==> config.mk <==
export PLATFORM = sky130hd
export DESIGN_NAME = digit_product_sum_mod_top_flat
export DESIGN_NICKNAME = d
export VERILOG_FILES = /design/src/design/dpsm_pkg.sv /design/src/design/dpsm_in_if.sv /design/src/design/dpsm_out_if.sv /design/src/design/dpsm_dp.sv /design/src/design/dpsm_ctrl.sv /design/src/design/digit_product_sum_mod_top.sv /design/src/flat_wrapper.sv
export SDC_FILE = /design/constraint.sdc
export NUM_CORES = 1
export LEC_CHECK = 0
export BUFFER_PORTS_ARGS = -buffer_cell sky130_fd_sc_hd__buf_2
export CAP_MARGIN = 20
export CORE_MARGIN = 10
export CORE_UTILIZATION = 50
export CTS_BUF_LIST = sky130_fd_sc_hd__clkbuf_4 sky130_fd_sc_hd__clkbuf_8
export CTS_CLUSTER_SIZE = 28
export DETAILED_ROUTE_END_ITERATION = 6
export PLACE_DENSITY = 0.7
export REMOVE_ABC_BUFFERS = 1
export SYNTH_ARGS = -nofsm -noshare
export SYNTH_HDL_FRONTEND = slang
export SYNTH_SLANG_ARGS = --single-unit
==> constraint.sdc <==
create_clock -name clk -period 6.3 [get_ports clk]
set_clock_uncertainty 0.15 [all_clocks]
set_input_delay 0.315 -clock clk [delete_from_list [all_inputs] [get_ports clk]]
set_output_delay 0.315 -clock clk [all_outputs]
set_load 0.1 [all_outputs]
==> src/design/dpsm_pkg.sv <==
`default_nettype none

package dpsm_pkg;

  localparam int BASE_W = 16;
  localparam int SUM_W  = 32;

  localparam logic [BASE_W-1:0] MIN_BASE  = 16'd2;
  localparam logic [BASE_W-1:0] BASE_RST  = 16'd2;

  // Commands from the controller to the datapath.
  typedef struct packed {
    logic load;
    logic step;
    logic mul;
    logic next_pass;
    logic store_out;
  } dpsm_cmd_t;

  // Status from the datapath to the controller.
  typedef struct packed {
    logic trivial;
    logic last_step;
    logic quot_zero;
  } dpsm_stat_t;

endpackage

`default_nettype wire

==> src/design/dpsm_in_if.sv <==
`default_nettype none

interface dpsm_in_if #(
  parameter int OPERAND_WIDTH = 32
);
  logic                     valid;
  logic                     ready;
  logic [OPERAND_WIDTH-1:0] left_operand;
  logic [OPERAND_WIDTH-1:0] right_operand;

  modport source (output valid, output left_operand, output right_operand, input ready);
  modport sink (input valid, input left_operand, input right_operand, output ready);
endinterface

`default_nettype wire

==> src/design/dpsm_out_if.sv <==
`default_nettype none

interface dpsm_out_if;
  logic        valid;
  logic        ready;
  logic [15:0] digit_sum;

  modport source (output valid, output digit_sum, input ready);
  modport sink (input valid, input digit_sum, output ready);
endinterface

`default_nettype wire

==> src/design/dpsm_dp.sv <==
`default_nettype none

module dpsm_dp
  import dpsm_pkg::*;
#(
  parameter int OPERAND_WIDTH = 32
) (
  input  wire logic                     clk,
  input  wire logic                     rst,
  input  wire logic                     cfg_wr_en,
  input  wire logic [BASE_W-1:0]        cfg_wr_data,
  input  wire logic [OPERAND_WIDTH-1:0] left_operand,
  input  wire logic [OPERAND_WIDTH-1:0] right_operand,
  input  wire dpsm_cmd_t                cmd,
  output dpsm_stat_t                    stat,
  output logic [BASE_W-1:0]             digit_sum
);

  localparam int DW    = (OPERAND_WIDTH > SUM_W) ? OPERAND_WIDTH : SUM_W;
  localparam int CNT_W = $clog2(DW);
  localparam int LANES = 3;

  // Lane 0 and 1 divide the operands; lane 2 reduces the running sum.
  logic [BASE_W-1:0] base;
  logic [DW-1:0]     quot [LANES];
  logic [BASE_W-1:0] rem  [LANES];
  logic [DW-1:0]     quot_next [LANES];
  logic [BASE_W-1:0] rem_next  [LANES];
  logic [CNT_W-1:0]  cnt;
  logic [SUM_W-1:0]  prod;
  logic [SUM_W-1:0]  sum;

  // One restoring division step: returns the quotient bit and the new remainder.
  function automatic logic [BASE_W:0] div_step(input logic [BASE_W:0] t,
                                               input logic [BASE_W-1:0] m);
    logic          ge;
    logic [BASE_W:0] d;
    ge = (t >= {1'b0, m});
    d  = ge ? (t - {1'b0, m}) : t;
    return {ge, d[BASE_W-1:0]};
  endfunction

  always_comb begin
    for (int i = 0; i < LANES; i++) begin
      logic [BASE_W:0] res;
      res          = div_step({rem[i], quot[i][DW-1]}, base);
      quot_next[i] = {quot[i][DW-2:0], res[BASE_W]};
      rem_next[i]  = res[BASE_W-1:0];
    end
  end

  // The running residue stays below the base, so this sum fits in SUM_W bits.
  assign sum = SUM_W'(rem[2]) + prod;

  always_ff @(posedge clk) begin
    if (rst) begin
      base <= BASE_RST;
    end else if (cfg_wr_en) begin
      base <= cfg_wr_data;
    end
  end

  always_ff @(posedge clk) begin
    if (cmd.load) begin
      quot[0] <= DW'(left_operand);
      quot[1] <= DW'(right_operand);
      quot[2] <= '0;
      for (int i = 0; i < LANES; i++) begin
        rem[i] <= '0;
      end
      cnt <= '0;
    end else if (cmd.next_pass) begin
      quot[2] <= DW'(sum);
      for (int i = 0; i < LANES; i++) begin
        rem[i] <= '0;
      end
      cnt <= '0;
    end else if (cmd.step) begin
      for (int i = 0; i < LANES; i++) begin
        quot[i] <= quot_next[i];
        rem[i]  <= rem_next[i];
      end
      cnt <= cnt + CNT_W'(1);
    end
    if (cmd.load) begin
      prod <= '0;
    end else if (cmd.mul) begin
      prod <= {{(SUM_W-BASE_W){1'b0}}, rem[0]} * {{(SUM_W-BASE_W){1'b0}}, rem[1]};
    end
    if (cmd.store_out) begin
      digit_sum <= rem[2];
    end
  end

  assign stat.trivial   = (base < MIN_BASE) || (left_operand == '0) || (right_operand == '0);
  assign stat.last_step = (cnt == CNT_W'(DW - 1));
  assign stat.quot_zero = (quot[0] == '0) || (quot[1] == '0);

endmodule

`default_nettype wire

==> src/design/dpsm_ctrl.sv <==
`default_nettype none

module dpsm_ctrl
  import dpsm_pkg::*;
(
  input  wire logic       clk,
  input  wire logic       rst,
  input  wire logic       in_valid,
  output logic            in_ready,
  output logic            out_valid,
  input  wire logic       out_ready,
  input  wire dpsm_stat_t stat,
  output dpsm_cmd_t       cmd
);

  typedef enum logic [4:0] {
    S_IDLE = 5'b00001,
    S_PASS = 5'b00010,
    S_MUL  = 5'b00100,
    S_NEXT = 5'b01000,
    S_FIN  = 5'b10000
  } state_t;

  state_t state, state_next;
  logic   final_pass, final_pass_next;
  logic   out_valid_next;

  assign in_ready = (state == S_IDLE);

  always_comb begin
    state_next      = state;
    final_pass_next = final_pass;
    cmd             = '0;
    unique case (state)
      S_IDLE: begin
        if (in_valid) begin
          cmd.load        = 1'b1;
          final_pass_next = 1'b0;
          state_next      = stat.trivial ? S_FIN : S_PASS;
        end
      end
      S_PASS: begin
        cmd.step = 1'b1;
        if (stat.last_step) begin
          state_next = final_pass ? S_FIN : S_MUL;
        end
      end
      S_MUL: begin
        // A zero quotient means the digit just produced was the last one.
        cmd.mul         = 1'b1;
        final_pass_next = stat.quot_zero;
        state_next      = S_NEXT;
      end
      S_NEXT: begin
        cmd.next_pass = 1'b1;
        state_next    = S_PASS;
      end
      S_FIN: begin
        if (!out_valid || out_ready) begin
          cmd.store_out = 1'b1;
          state_next    = S_IDLE;
        end
      end
      default: begin
        state_next = S_IDLE;
      end
    endcase
  end

  always_comb begin
    priority if (cmd.store_out) begin
      out_valid_next = 1'b1;
    end else if (out_ready) begin
      out_valid_next = 1'b0;
    end else begin
      out_valid_next = out_valid;
    end
  end

  always_ff @(posedge clk) begin
    if (rst) begin
      state      <= S_IDLE;
      final_pass <= 1'b0;
      out_valid  <= 1'b0;
    end else begin
      state      <= state_next;
      final_pass <= final_pass_next;
      out_valid  <= out_valid_next;
    end
  end

endmodule

`default_nettype wire

==> src/design/digit_product_sum_mod_top.sv <==
`default_nettype none

// Splits both operands into digits of the configured base, least significant
// first, multiplies digits of equal position and returns their sum modulo the
// base; digits stop as soon as either quotient reaches zero. One transaction
// is worked at a time. Every digit costs a division pass over DW bits,
// DW = max(OPERAND_WIDTH, 32), through a three-lane shift-subtract divider
// (both operands plus the reduction of the running sum), plus a multiply
// step and a reload step; an item with D digits takes D+1 passes, the last
// one reducing the final sum. An item with a zero operand or a base below
// two skips the passes and yields zero. The result sits in an output register,
// so a new transaction can be accepted while it waits. Write the base only
// while the block is idle.
module digit_product_sum_mod_top
  import dpsm_pkg::*;
#(
  parameter int OPERAND_WIDTH = 32
) (
  input  wire logic              clk,
  input  wire logic              rst,
  input  wire logic              cfg_wr_en,
  input  wire logic [BASE_W-1:0] cfg_wr_data,
  dpsm_in_if.sink                in_ch,
  dpsm_out_if.source             out_ch
);

  dpsm_cmd_t  cmd;
  dpsm_stat_t stat;
  logic       in_ready;
  logic       out_valid;
  logic [BASE_W-1:0] digit_sum;

  dpsm_ctrl u_ctrl (
    .clk       (clk),
    .rst       (rst),
    .in_valid  (in_ch.valid),
    .in_ready  (in_ready),
    .out_valid (out_valid),
    .out_ready (out_ch.ready),
    .stat      (stat),
    .cmd       (cmd)
  );

  dpsm_dp #(
    .OPERAND_WIDTH (OPERAND_WIDTH)
  ) u_dp (
    .clk           (clk),
    .rst           (rst),
    .cfg_wr_en     (cfg_wr_en),
    .cfg_wr_data   (cfg_wr_data),
    .left_operand  (in_ch.left_operand),
    .right_operand (in_ch.right_operand),
    .cmd           (cmd),
    .stat          (stat),
    .digit_sum     (digit_sum)
  );

  assign in_ch.ready      = in_ready;
  assign out_ch.valid     = out_valid;
  assign out_ch.digit_sum = digit_sum;

endmodule

`default_nettype wire

==> src/flat_wrapper.sv <==
// flat-port wrapper written by rule: the top's interface ports become plain ports
module digit_product_sum_mod_top_flat import dpsm_pkg::*;
#(
  parameter int OPERAND_WIDTH = 32
)
  (clk, rst, cfg_wr_en, cfg_wr_data, in_ch_valid, in_ch_left_operand, in_ch_right_operand, in_ch_ready, out_ch_valid, out_ch_digit_sum, out_ch_ready);
  dpsm_in_if #(.OPERAND_WIDTH(OPERAND_WIDTH)) in_ch_i ();
  dpsm_out_if out_ch_i ();
  input  wire logic clk;
  input  wire logic rst;
  input  wire logic cfg_wr_en;
  input  wire logic [BASE_W-1:0] cfg_wr_data;
  input wire logic [$bits(in_ch_i.valid)-1:0] in_ch_valid;
  input wire logic [$bits(in_ch_i.left_operand)-1:0] in_ch_left_operand;
  input wire logic [$bits(in_ch_i.right_operand)-1:0] in_ch_right_operand;
  output wire logic [$bits(in_ch_i.ready)-1:0] in_ch_ready;
  output wire logic [$bits(out_ch_i.valid)-1:0] out_ch_valid;
  output wire logic [$bits(out_ch_i.digit_sum)-1:0] out_ch_digit_sum;
  input wire logic [$bits(out_ch_i.ready)-1:0] out_ch_ready;
  assign in_ch_i.valid = in_ch_valid;
  assign in_ch_i.left_operand = in_ch_left_operand;
  assign in_ch_i.right_operand = in_ch_right_operand;
  assign in_ch_ready = in_ch_i.ready;
  assign out_ch_valid = out_ch_i.valid;
  assign out_ch_digit_sum = out_ch_i.digit_sum;
  assign out_ch_i.ready = out_ch_ready;
  digit_product_sum_mod_top #(.OPERAND_WIDTH(OPERAND_WIDTH)) u_core (.clk(clk), .rst(rst), .cfg_wr_en(cfg_wr_en), .cfg_wr_data(cfg_wr_data), .in_ch(in_ch_i), .out_ch(out_ch_i));
endmodule
# After elaboration in Yosys (flattened, before gate mapping)
# Memory sizes are Yosys's and may differ from the RTL's.
# Index checks and enable logic that the tools add are counted.
[classes]
n_addsub = 5
n_mul = 1
magnitude_cmp = 4
n_eq_ne = 9
n_mux = 39
n_bitwise = 10
reduce_logical = 14
[op_table]
columns = ["operator", "count"]
rows = [
  ["16-bit 2-to-1 mux", 9],
  ["32-bit zero test", 4],
  ["32-bit 2-to-1 mux", 4],
  ["17-bit by 16-bit greater-or-equal comparator with 1-bit output", 3],
  ["16-bit subtractor", 3],
  ["16-bit by 32-bit adder with 32-bit output", 1],
  ["16-bit by 16-bit multiplier with 32-bit output", 1],
  ["5-bit 2-to-1 mux", 5],
  ["5-bit case mux with 5 select lines", 1],
  ["1-bit 2-to-1 mux", 19],
  ["16-bit by 2-bit < comparator with 1-bit output (second input constant)", 1],
  ["5-bit == test (second input constant)", 2],
  ["1-bit bitwise OR", 10],
  ["5-bit by 1-bit adder with 5-bit output (second input constant)", 1],
  ["5-bit by 1-bit == test with 1-bit output (second input constant)", 1],
  ["5-bit by 2-bit == test with 1-bit output (second input constant)", 1],
  ["5-bit by 3-bit == test with 1-bit output (second input constant)", 1],
  ["5-bit by 4-bit == test with 1-bit output (second input constant)", 1],
  ["1-bit logical OR", 4],
  ["2-bit inequality test (second input constant)", 2],
  ["2-bit nonzero test", 2],
  ["3-bit AND reduction", 1],
  ["2-bit by 1-bit inequality test with 1-bit output (second input constant)", 1],
  ["1-bit case mux with 2 select lines", 1],
  ["3 further kinds", 3],
]
[totals]
reg_bits = 76
ram_bits = 144
inputBits = 85
out_inout_bits = 18
word_cells = 91
mem_count = 2
[mem_list]
columns = ["name", "words", "word_bits", "read_ports", "rd_clocked_by_memory_dff", "wr", "line", "source"]
rows = [
  ["u_core.u_dp.quot", 3, 32, 3, 0, 3, "dpsm_dp.sv:25", "logic [DW-1:0] quot [LANES];"],
  ["u_core.u_dp.rem", 3, 16, 3, 0, 3, "dpsm_dp.sv:26", "logic [BASE_W-1:0] rem [LANES];"],
]

# Logic depth before layout (Yosys ltp)
# Gate-level depths: netlist (run 1).
[logic_depth]
depth_word = 7
mapped_depth = 23
depth_no_buf = 22

# Hierarchy
# A second synthesis (run 1) with hierarchy kept.
[hier_totals]
hier_cells = 2340
area_unflattened_um2 = 21307.9
[by_module_without_submodules]
columns = ["module", "n_inst", "cells_per_inst", "area_each_um2", "seq_area_each_um2"]
rows = [
  ["dpsm_dp", 1, 2291, 20892.5, 5865.6],
  ["dpsm_ctrl", 1, 49, 415.4, 140.1],
]

# Worst setup path before layout (run 1)
# No wires, ideal clock.
[synth_timing]
path_type = "register -> register"
start = "memory u_core.u_dp.rem[0][13]"
end = "register u_core.u_dp.prod[31]"
setup_time_ns = 0.086
arrival_ns = 5.939
required_time_ns = 6.064
slack_ns = 0.125
path_stages_with_launch = 22
n_path_buf = 2
synth_period_minus_slack_ns = 6.175
path_cell_list = "edfxtp_1 > clkbuf_1 > clkbuf_1 > nand2_1 > fa_1 > fa_1 > fa_1 > inv_1 > fa_1 > fa_1 > inv_1 > fa_1 > inv_1 > ha_1 > a21o_1 > a21o_1 > a21oi_1 > o21ai_0 > a22o_1 > or3_1 > xnor2_1 > a211oi_1"
[synth_rtl]
columns = ["item", "line", "source"]
rows = [
  ["start: declaration", "dpsm_dp.sv:26", ""],
  ["end signal: assignment", "dpsm_dp.sv:88", "prod <= {{(SUM_W-BASE_W){1'b0}}, rem[0]} * {{(SUM_W-BASE_W){1'b0}}, rem[1]};"],
  ["end: declaration", "dpsm_dp.sv:30", "logic [SUM_W-1:0] prod;"],
]

==> reports/metrics.yaml, run 1 <==
clock_tree:
  cts_max_level: 2
  clockRootBuffer: "clkbuf_8"
  cts-buffers-inserted: 41
  clkLatencyLatePin_ns: 0.61
  clk_path_buf_depth: 3
  clk_pin_slew_ns: 0.06
  cts_tree: "built"
  clock_sinks: 220
synthesis:
  ys_dominant_reg_cell: "edfxtp_1"
  yosys_warnings: 0
  synth_edf_count: 160
  synth_top_area_cell: "edfxtp_1"
  synth.distinct_cells: 65
  syn-mean-instance-area_um2: 9.002
  synth_top_area_frac: 0.2282
  synth_cells: 2339
  ys_ff_latch: 220
  synthTopCellsByArea: "edfxtp_1 23%, fa_1 19%, ha_1 10%"
  syn_area_um2: 21060
  async_flop_share: 0
  ys_seq_area_frac: 0.2852
floorplanning:
  start_util: 0.5042
  die_h_um: 225.2
  die-area_um2: 50720
  num_rows: 75
  core_um2: 41760
  io_pins: 103
  fp.dieW_um: 225.2
worst_hold_path:
  hp-class: "in -> reg"
  hold_start: "cfg_wr_en"
timing:
  slew_viol_final: 0
  fin_ws_ns: 0.2122
  hold_viol_final: 0
  hold_ws_ns: 0.08960
  fmax_mhz: 164.3
  setup_viol: 0
  finalCritPeriodShare: 0.9663
  worst_slew_pin_slew_ns: 1.011
  slew_headroom: 0.3233
  rsz0062_at_grt: "true"
  period_minus_slack_ns: 6.088
finish:
  fin_cells: 3162
  area_delta_synth_final_pct: 16.70
  drive_above_1_share: 0.1142
  final_nets: 3040
  final_common_cell: "nand2_1"
  fin_area_um2: 24570
  layout_common_cells: "455 x nand2_1, 277 x inv_1, 197 x fa_1"
route:
  ant_nets: 0
  drt_first_iter_violations: 1422
  firstDrtPassIters: 7
  wl_um: 59830
  via_per_inst: 5.559
  drc: 0
  vias: 17576
  routedWlPerCell_um: 18.92
setup_path:
  arrival_ns: 6.42
  cp_cell_sequence: "buf_4 -> and2_1 -> fa_1 -> inv_1 -> fa_1 -> inv_1 -> fa_1 -> fa_1 -> fa_1 -> inv_1 -> fa_1 -> inv_1 -> ha_1 -> a21oi_1 -> nand2_1 -> a221o_1 -> a31o_2 -> a31oi_1 -> mux2i_1 -> nor2_1"
  rr_startpoint: "u_core.u_dp.rem[0][20]$_SDFFCE_PN0P_"
  cp.required_ns: 6.63
  crit_top_cell: "fa_1"
  critPathLaunch: "u_core.u_dp.rem[0][20]$_SDFFCE_PN0P_"
  critPathTopFamily: "adder cells"
  crit_path_max_incr_delay_ns: 0.53
  endpoint_kind: "flip-flop"
  slowest_stage: "fa_1"
  cp_num_buf_inv: 5
  crit_fanout: 7
  setup.worst_path.class: "reg -> reg"
  start_kind: "flip-flop"
grt:
  grt-ovfl-total: 0
  grt_pass1_wl_um: 95900
  grt_max_degree: 67
  track_usage: 0.2364
  antenna_found_initial: 3
  grt_pass1_vias: 17815
job:
  cap_violations: 0
placed_design:
  post-place-cells: 2973
  postPlaceCellArea_um2: 22570
  portBuffers: 102
  place_hpwl_um: 44730
  pre_cts_slack_ns: 0.1096
  routabilityCongestion: 0.9158
outcome:
  status: "finished clean"
## worst paths after layout
| path | endpoint | slack [ns] | depth (start not counted) |
|---|---|---|---|
| setup / recovery | u_core.u_dp.prod[28]$_SDFFE_PP0P_ | 0.21 | 20 |
| hold / removal | u_core.u_dp.base[1]$_SDFFE_PP1P_ | 0.09 | 3 |
| setup reg to reg | u_core.u_dp.prod[28]$_SDFFE_PP0P_ | 0.21 | 20 |
| hold reg to reg | u_core.u_ctrl.state[2]$_SDFFE_PP0P_ | 0.31 | 1 |
## state kept, by name (all words and copies together) (netlist names)
register	count
u_core.u_ctrl.final_pass	1
u_core.u_ctrl.out_valid	1
u_core.u_ctrl.state	5
u_core.u_dp.base	16
u_core.u_dp.cnt	5
u_core.u_dp.digit_sum	16
u_core.u_dp.prod	32
u_core.u_dp.quot	96
u_core.u_dp.rem	48
## tightest hold or removal path, cell delays in order
cell      delay, ns
buf_2          0.26
nand2_1        0.12
o211ai_1       0.08
## Yosys cell counts (30+ instances only)
cell and number:
dfxtp_1 60, nand3_1 43, nand2_1 457, xnor2_1 60
fa_1 198, a21oi_1 102, nor4_1 42, mux2i_1 45
o21ai_0 84, inv_1 278, clkbuf_1 83, and2_1 120
ha_1 170, edfxtp_1 160, nor2_1 126, a21o_1 30
## layer usage
layer / GRT usage / share of wire / up-vias
met3: 0.04138 / 0.061 / 142
met5: 0 / 0 / -
met1: 0.3014 / 0.42 / 8469
met2: 0.3980 / 0.48 / 656
li1: - / - / 8309
met4: 0.08148 / 0.033 / 0
## through the flow
| step | setup TNS [ns] | util |
|---|---|---|
| 2_1_floorplan | -4.105 | - |
| 5_1_grt | -0.02710 | 0.5883 |
| 4_1_cts | 0 | 0.5852 |
| 3_5_place_dp | 0 | 0.5405 |
| 3_3_place_gp | 0 | 0.5397 |
| 6_report | 0 | 0.5884 |
## cell families after synthesis
group / count (synthesis) / synth area share
fa+ha+maj: 368 / 0.2893
mux: 46 / 0.02193
simple gates: 900 / 0.1961
flops: 220 / 0.2852
buf+inv: 373 / 0.06804
compound gates: 345 / 0.1032
xor+xnor: 87 / 0.03619
## layout make-up
cell class | count | area, um2
antenna | 5 | 12.51
clock buffer | 62 | 734.5
clock inverter | 12 | 138.9
fill | 3604 | 17190
inverter | 278 | 1044
multi-input combinational | 1746 | 13680
sequential | 220 | 6006
tap | 539 | 674.4
timing repair buffer | 300 | 2285
## repair_timing
| item | CTS | global route |
|---|---|---|
| endpoints found under the hold margin | 86 | 0 |
| hold buffers | 99 | 0 |
| gates resized for setup | 0 | 12 |
| endpoints found under the setup margin | 0 | 11 |
| buffers inserted | 0 | 10 |
Power of run 1 is left out: the tool's default activity adds up to more than one toggle a clock period on the data nets, which glitch-free logic cannot reach.
==> run 2: changes to the inputs <==
- CORE_ASPECT_RATIO: unset -> 1.2
- PLACE_DENSITY: 0.7 -> 0.74
==> reports/metrics.yaml, run 2 (synthesis results as in run 1) <==
finish:
  fill_cells: 3568  # -1.0%
  layout_common_cells: "455 x nand2_1, 276 x inv_1, 196 x fa_1"
  final_common_cell: "nand2_1"
  top_register: "u_core.u_dp.quot"
  top_regs: "u_core.u_dp.quot (96), u_core.u_dp.rem (48), u_core.u_dp.prod (32)"
  final_nets: 3014  # -0.86%
  largest_register_ffs: 96  # unchanged
  drive_above_1_share: 0.1166  # +0.002438
  diodes: 0  # -5
  area_delta_synth_final_pct: 15.50
route:
  dr_wl_met2_um: 29460  # +1.6%
  via_per_inst: 5.714  # +2.8%
  firstDrtPassIters: 5  # -2
  drc: 0  # unchanged
  met3WireLength_um: 4170  # +15%
  wl_um: 60890  # +1.8%
  wl_met1_um: 23460  # -7.1%
  ant_nets: 0  # unchanged
  routedWlPerCell_um: 19.42  # +2.6%
  dr.max_layer_used: "met4"
  drt_first_iter_violations: 1147  # -19%
  vias: 17914  # +1.9%
timing:
  period_minus_slack_ns: 6.126  # +0.03860 ns
  hold_viol_final: 0  # unchanged
  finalCritPeriodShare: 0.9724  # +0.006127
  slew_viol_final: 0  # unchanged
  fmax_mhz: 163.2  # -0.63%
  hold_ws_ns: 0.03743  # -0.05217 ns
  worst_slew_pin_slew_ns: 1.087  # +0.07622 ns
  slew_headroom: 0.2753  # -0.04796
  setup_viol: 0  # unchanged
clock_tree:
  clock_sinks: 220  # unchanged
  clk_path_buf_depth: 3  # unchanged
  clk_pin_slew_ns: 0.06  # about the same
  cts_max_level: 2  # unchanged
  cts_tree: "built"
  clockRootBuffer: "clkbuf_8"
  cts-buffers-inserted: 36  # -12%
  clkLatencyLatePin_ns: 0.57  # -0.04 ns
floorplanning:
  core_um2: 41660  # -0.25%
  start_util: 0.5055  # +0.001257
  die-area_um2: 50750  # about the same
  fp.dieW_um: 207.3  # -7.9%
  die_h_um: 244.8  # +8.7%
  io_pins: 103  # unchanged
  num_rows: 82  # +9.3%
setup_path:
  arrival_ns: 6.40  # -0.02 ns
  reg2regPathDepth: 20  # unchanged
  start_kind: "flip-flop"
  setup.worst_path.class: "reg -> reg"
  crit_fanout: 11  # +4
  cp.required_ns: 6.58  # -0.05 ns
  endpoint_kind: "flip-flop"
grt:
  grt-ovfl-total: 0  # unchanged
  antenna_found_initial: 0  # -3
  track_usage: 0.2339  # -0.002444
  grt_max_degree: 67  # unchanged
  grt_pass1_vias: 18220  # +2.3%
  grt_pass1_wl_um: 97180  # +1.3%
placed_design:
  place_hpwl_um: 45670  # +2.1%
  routabilityCongestion: 0.9410  # +2.8%
  portBuffers: 102  # unchanged
outcome:
  status: "finished clean"
job:
  cap_violations: 0  # unchanged
worst_hold_path:
  min_delay_path_depth: 2  # -1
  hp-class: "in -> reg"
## run 2: cell count changes in the layout (fill, tap and decap cells not counted), sizes merged
cell,before,now
bufinv,3,0
buf,201,196
clkinvlp,3,2
clkinv,6,12
dlymetal6s2s,0,1
clkbuf,62,52
dlygate4sd3,99,82
diode,5,0
## run 2: worst paths after layout
kind              slack (ns)                           endpoint                                 start
setup / recovery        0.17  u_core.u_dp.prod[30]$_SDFFE_PP0P_  u_core.u_dp.rem[0][12]$_SDFFCE_PN0P_
hold / removal          0.04   u_core.u_dp.base[0]$_SDFFE_PP0P_                                   rst
setup reg to reg        0.17  u_core.u_dp.prod[30]$_SDFFE_PP0P_  u_core.u_dp.rem[0][12]$_SDFFCE_PN0P_
hold reg to reg         0.31  u_core.u_dp.prod[11]$_SDFFE_PP0P_     u_core.u_dp.prod[11]$_SDFFE_PP0P_
## run 2: stage by stage
stage,std cells,cell area (um2),worst slack (ns),TNS [ns],util
after floorplan,2244,20670,-0.3022,-4.105,-
after global placement,2969,22470,0.1144,0,0.5395
after detailed placement,2970,22500,-0.008554,-0.008554,0.5401
after CTS,3120,24040,0.008637,0,0.5772
after global routing,3135,24320,-0.03860,-0.06087,0.5838
final,3135,24320,0.1736,0,0.5838
## run 2: critical path, cell delays in order (launching register included)
cell	delay (ns)
edfxtp_1	0.59
buf_6	0.25
nand2_1	0.10
fa_1	0.50
fa_1	0.52
inv_1	0.06
fa_1	0.55
fa_1	0.43
fa_1	0.49
inv_1	0.05
fa_1	0.54
inv_1	0.06
ha_1	0.36
a21oi_1	0.20
o21ai_0	0.18
nand2b_1	0.16
a21oi_1	0.07
o31a_1	0.24
a41oi_1	0.19
mux2i_1	0.20
o21ai_0	0.09
## run 2: repair_timing
action / in CTS / in global routing
resized for setup: 0 / 35
endpoints found under the hold margin: 83 / 0
pin swaps: 0 / 12
endpoints found under the setup margin: 1 / 15
hold buffers: 82 / 0
buffers inserted: 2 / 14
## run 2: layout make-up
class                           instances  area (um2)  share of cell area
Tap cell                              546       683.2             0.02809
Inverter                              278        1044             0.04291
Clock buffer                           52       634.4             0.02608
Sequential cell                       220        6006              0.2470
Clock inverter                         14       75.07            0.003087
Multi-Input combinational cell       1746       13770              0.5663
Timing Repair Buffer                  279        2106             0.08659
## run 2: routing by layer
layer / vias up / track usage
li1: 8245 / -
met1: 8709 / 0.2766
met2: 777 / 0.4027
met3: 183 / 0.03036
met4: 0 / 0.1367
met5: - / 0
Power of run 2 is left out for the same reason.
==> run 3: changes to the inputs <==
- CORE_ASPECT_RATIO: 1.2 -> 1.1
==> reports/metrics.yaml, run 3 (synthesis results as in run 1) <==
outcome:
  status: "finished clean"
placed_design:
  place_hpwl_um: 46520  # +1.9%
  routabilityCongestion: 0.9372  # -0.40%
  portBuffers: 102  # unchanged
  post-place-cells: 2991  # +0.71%
route:
  ant_nets: 0  # unchanged
  wl_um: 62810  # +3.1%
  via_per_inst: 5.722  # +0.14%
  drt_first_iter_violations: 1557  # +36%
  drc: 0  # unchanged
  vias: 18083  # +0.94%
  firstDrtPassIters: 6  # +1
  routedWlPerCell_um: 19.88  # +2.3%
grt:
  antenna_found_initial: 4  # +4
  track_usage: 0.2391  # +0.005204
  grt_pass1_vias: 18332  # +0.61%
  grt_max_degree: 67  # unchanged
  grt_pass1_wl_um: 98650  # +1.5%
  grt_use_met2: 0.3978  # -0.004820
  grtUsageMet3: 0.03235  # +0.001993
  gr-usage-met1: 0.2933  # +0.01675
  busiest_layer: "met2"
  grt-ovfl-total: 0  # unchanged
timing:
  setup_viol: 0  # unchanged
  slew_headroom: 0.3656  # +0.09029
  finalCritPeriodShare: 0.9729  # about the same
  rsz0062_at_grt: "true"
  fmax_mhz: 163.2  # about the same
  worst_slew_pin_slew_ns: 0.9516  # -0.1353 ns
  period_minus_slack_ns: 6.129  # +0.002837 ns
  hold_viol_final: 0  # unchanged
  slew_viol_final: 0  # unchanged
setup_path:
  crit_top_cell: "fa_1"
  arrival_ns: 6.44  # +0.04 ns
  path_depth: 20  # unchanged
  critPathLaunch: "u_core.u_dp.rem[0][20]$_SDFFCE_PN0P_"
  rr_startpoint: "u_core.u_dp.rem[0][20]$_SDFFCE_PN0P_"
  setup.worst_path.class: "reg -> reg"
  endpoint_kind: "flip-flop"
  reg2regPathDepth: 20  # unchanged
  crit_path_max_incr_delay_ns: 0.55  # -0.04 ns
  start_kind: "flip-flop"
  critPathTopFamily: "adder cells"
  crit_fanout: 7  # -4
  slowest_stage: "fa_1"
  cp.required_ns: 6.61  # +0.03 ns
  cp_cell_sequence: "and2_4 -> fa_1 -> inv_1 -> fa_1 -> fa_1 -> inv_1 -> fa_1 -> fa_1 -> inv_1 -> fa_1 -> inv_1 -> ha_1 -> a21o_1 -> a21o_1 -> a21oi_2 -> o21ai_2 -> a22o_1 -> or3_4 -> xnor2_1 -> a211oi_1"
  cp_num_buf_inv: 4  # unchanged
finish:
  area_delta_synth_final_pct: 16.06
  utilization: 0.5892  # +0.005336
  layout_common_cells: "454 x nand2_1, 277 x inv_1, 197 x fa_1"
  fill_cells: 3430  # -3.9%
  multi_input_area_um2: 13740  # -0.24%
  final_nets: 3019  # +0.17%
  top_register: "u_core.u_dp.quot"
  fin_cells: 3160  # +0.80%
  top_regs: "u_core.u_dp.quot (96), u_core.u_dp.rem (48), u_core.u_dp.prod (32)"
  drive_above_1_share: 0.1168  # about the same
  largest_register_ffs: 96  # unchanged
  seq_area_um2: 6006  # unchanged
  final_common_cell: "nand2_1"
clock_tree:
  cts_tree: "built"
  cts_max_level: 2  # unchanged
  clkLatencyLatePin_ns: 0.58  # about the same
  clk_path_buf_depth: 3  # unchanged
  clk_pin_slew_ns: 0.06  # about the same
  clockRootBuffer: "clkbuf_8"
  clock_sinks: 220  # unchanged
  cts-buffers-inserted: 38  # +5.6%
job:
  cap_violations: 0  # unchanged
floorplanning:
  core_um2: 41480  # -0.43%
  die-area_um2: 50730  # about the same
  io_pins: 103  # unchanged
  num_rows: 78  # -4.9%
  start_util: 0.5076  # +0.002165
  die_h_um: 235.2  # -3.9%
  fp.dieW_um: 215.7  # +4.0%
worst_hold_path:
  hold_start: "rst"
  hp-class: "in -> reg"
  min_delay_path_depth: 2  # unchanged
## run 3: cell types whose count changed in the layout (fill, tap and decap cells not counted), sizes merged
cell and change:
clkinv -1, clkinvlp -1, diode +5, dlymetal6s2s -1, inv +1, clkbuf +5
buf +3
## run 3: routing by layer
layer / vias to the layer above / wire length (um)
met5: - / 0
met4: 0 / 3807
met3: 225 / 4403
met2: 903 / 30210
met1: 8691 / 24390
li1: 8264 / -
## run 3: timing repair
action                                  in CTS  in global routing
endpoints found under the setup margin       1                 12
endpoints found under the hold margin       83                  0
hold buffers                                82                  0
pin swaps                                    0                  4
gates resized for setup                      0                 28
setup buffers                                1                 10
## run 3: layout make-up
type	instances	share of cell area
Multi-Input combinational cell	1746	0.5622
Sequential cell	220	0.2458
Timing Repair Buffer	282	0.08812
Inverter	278	0.04270
Clock buffer	56	0.02872
Tap cell	560	0.02867
Clock inverter	13	0.003277
Antenna cell	5	0.0005120
## run 3: final timing paths
kind / to / slack, ns
max reg2reg: u_core.u_dp.prod[31]$_SDFFE_PP0P_ / 0.17
min reg2reg: u_core.u_dp.prod[9]$_SDFFE_PP0P_ / 0.32
max: u_core.u_dp.prod[31]$_SDFFE_PP0P_ / 0.17
min: u_core.u_dp.base[2]$_SDFFE_PP0P_ / 0.03
## run 3: per-stage QoR
stage / hold slack [ns] / TNS [ns] / area [um2] / setup slack (ns)
CTS: 0.01466 / 0 / 24200 / 0.01072
global placement: 0.2998 / 0 / 22570 / 0.1363
detailed placement: 0.3027 / 0 / 22590 / 0.04382
finish: 0.03308 / 0 / 24440 / 0.1708
floorplan: 0.2341 / -4.105 / 20670 / -0.3022
global route: 0.03860 / -0.01657 / 24430 / -0.01253
Power of run 3 is left out for the same reason.
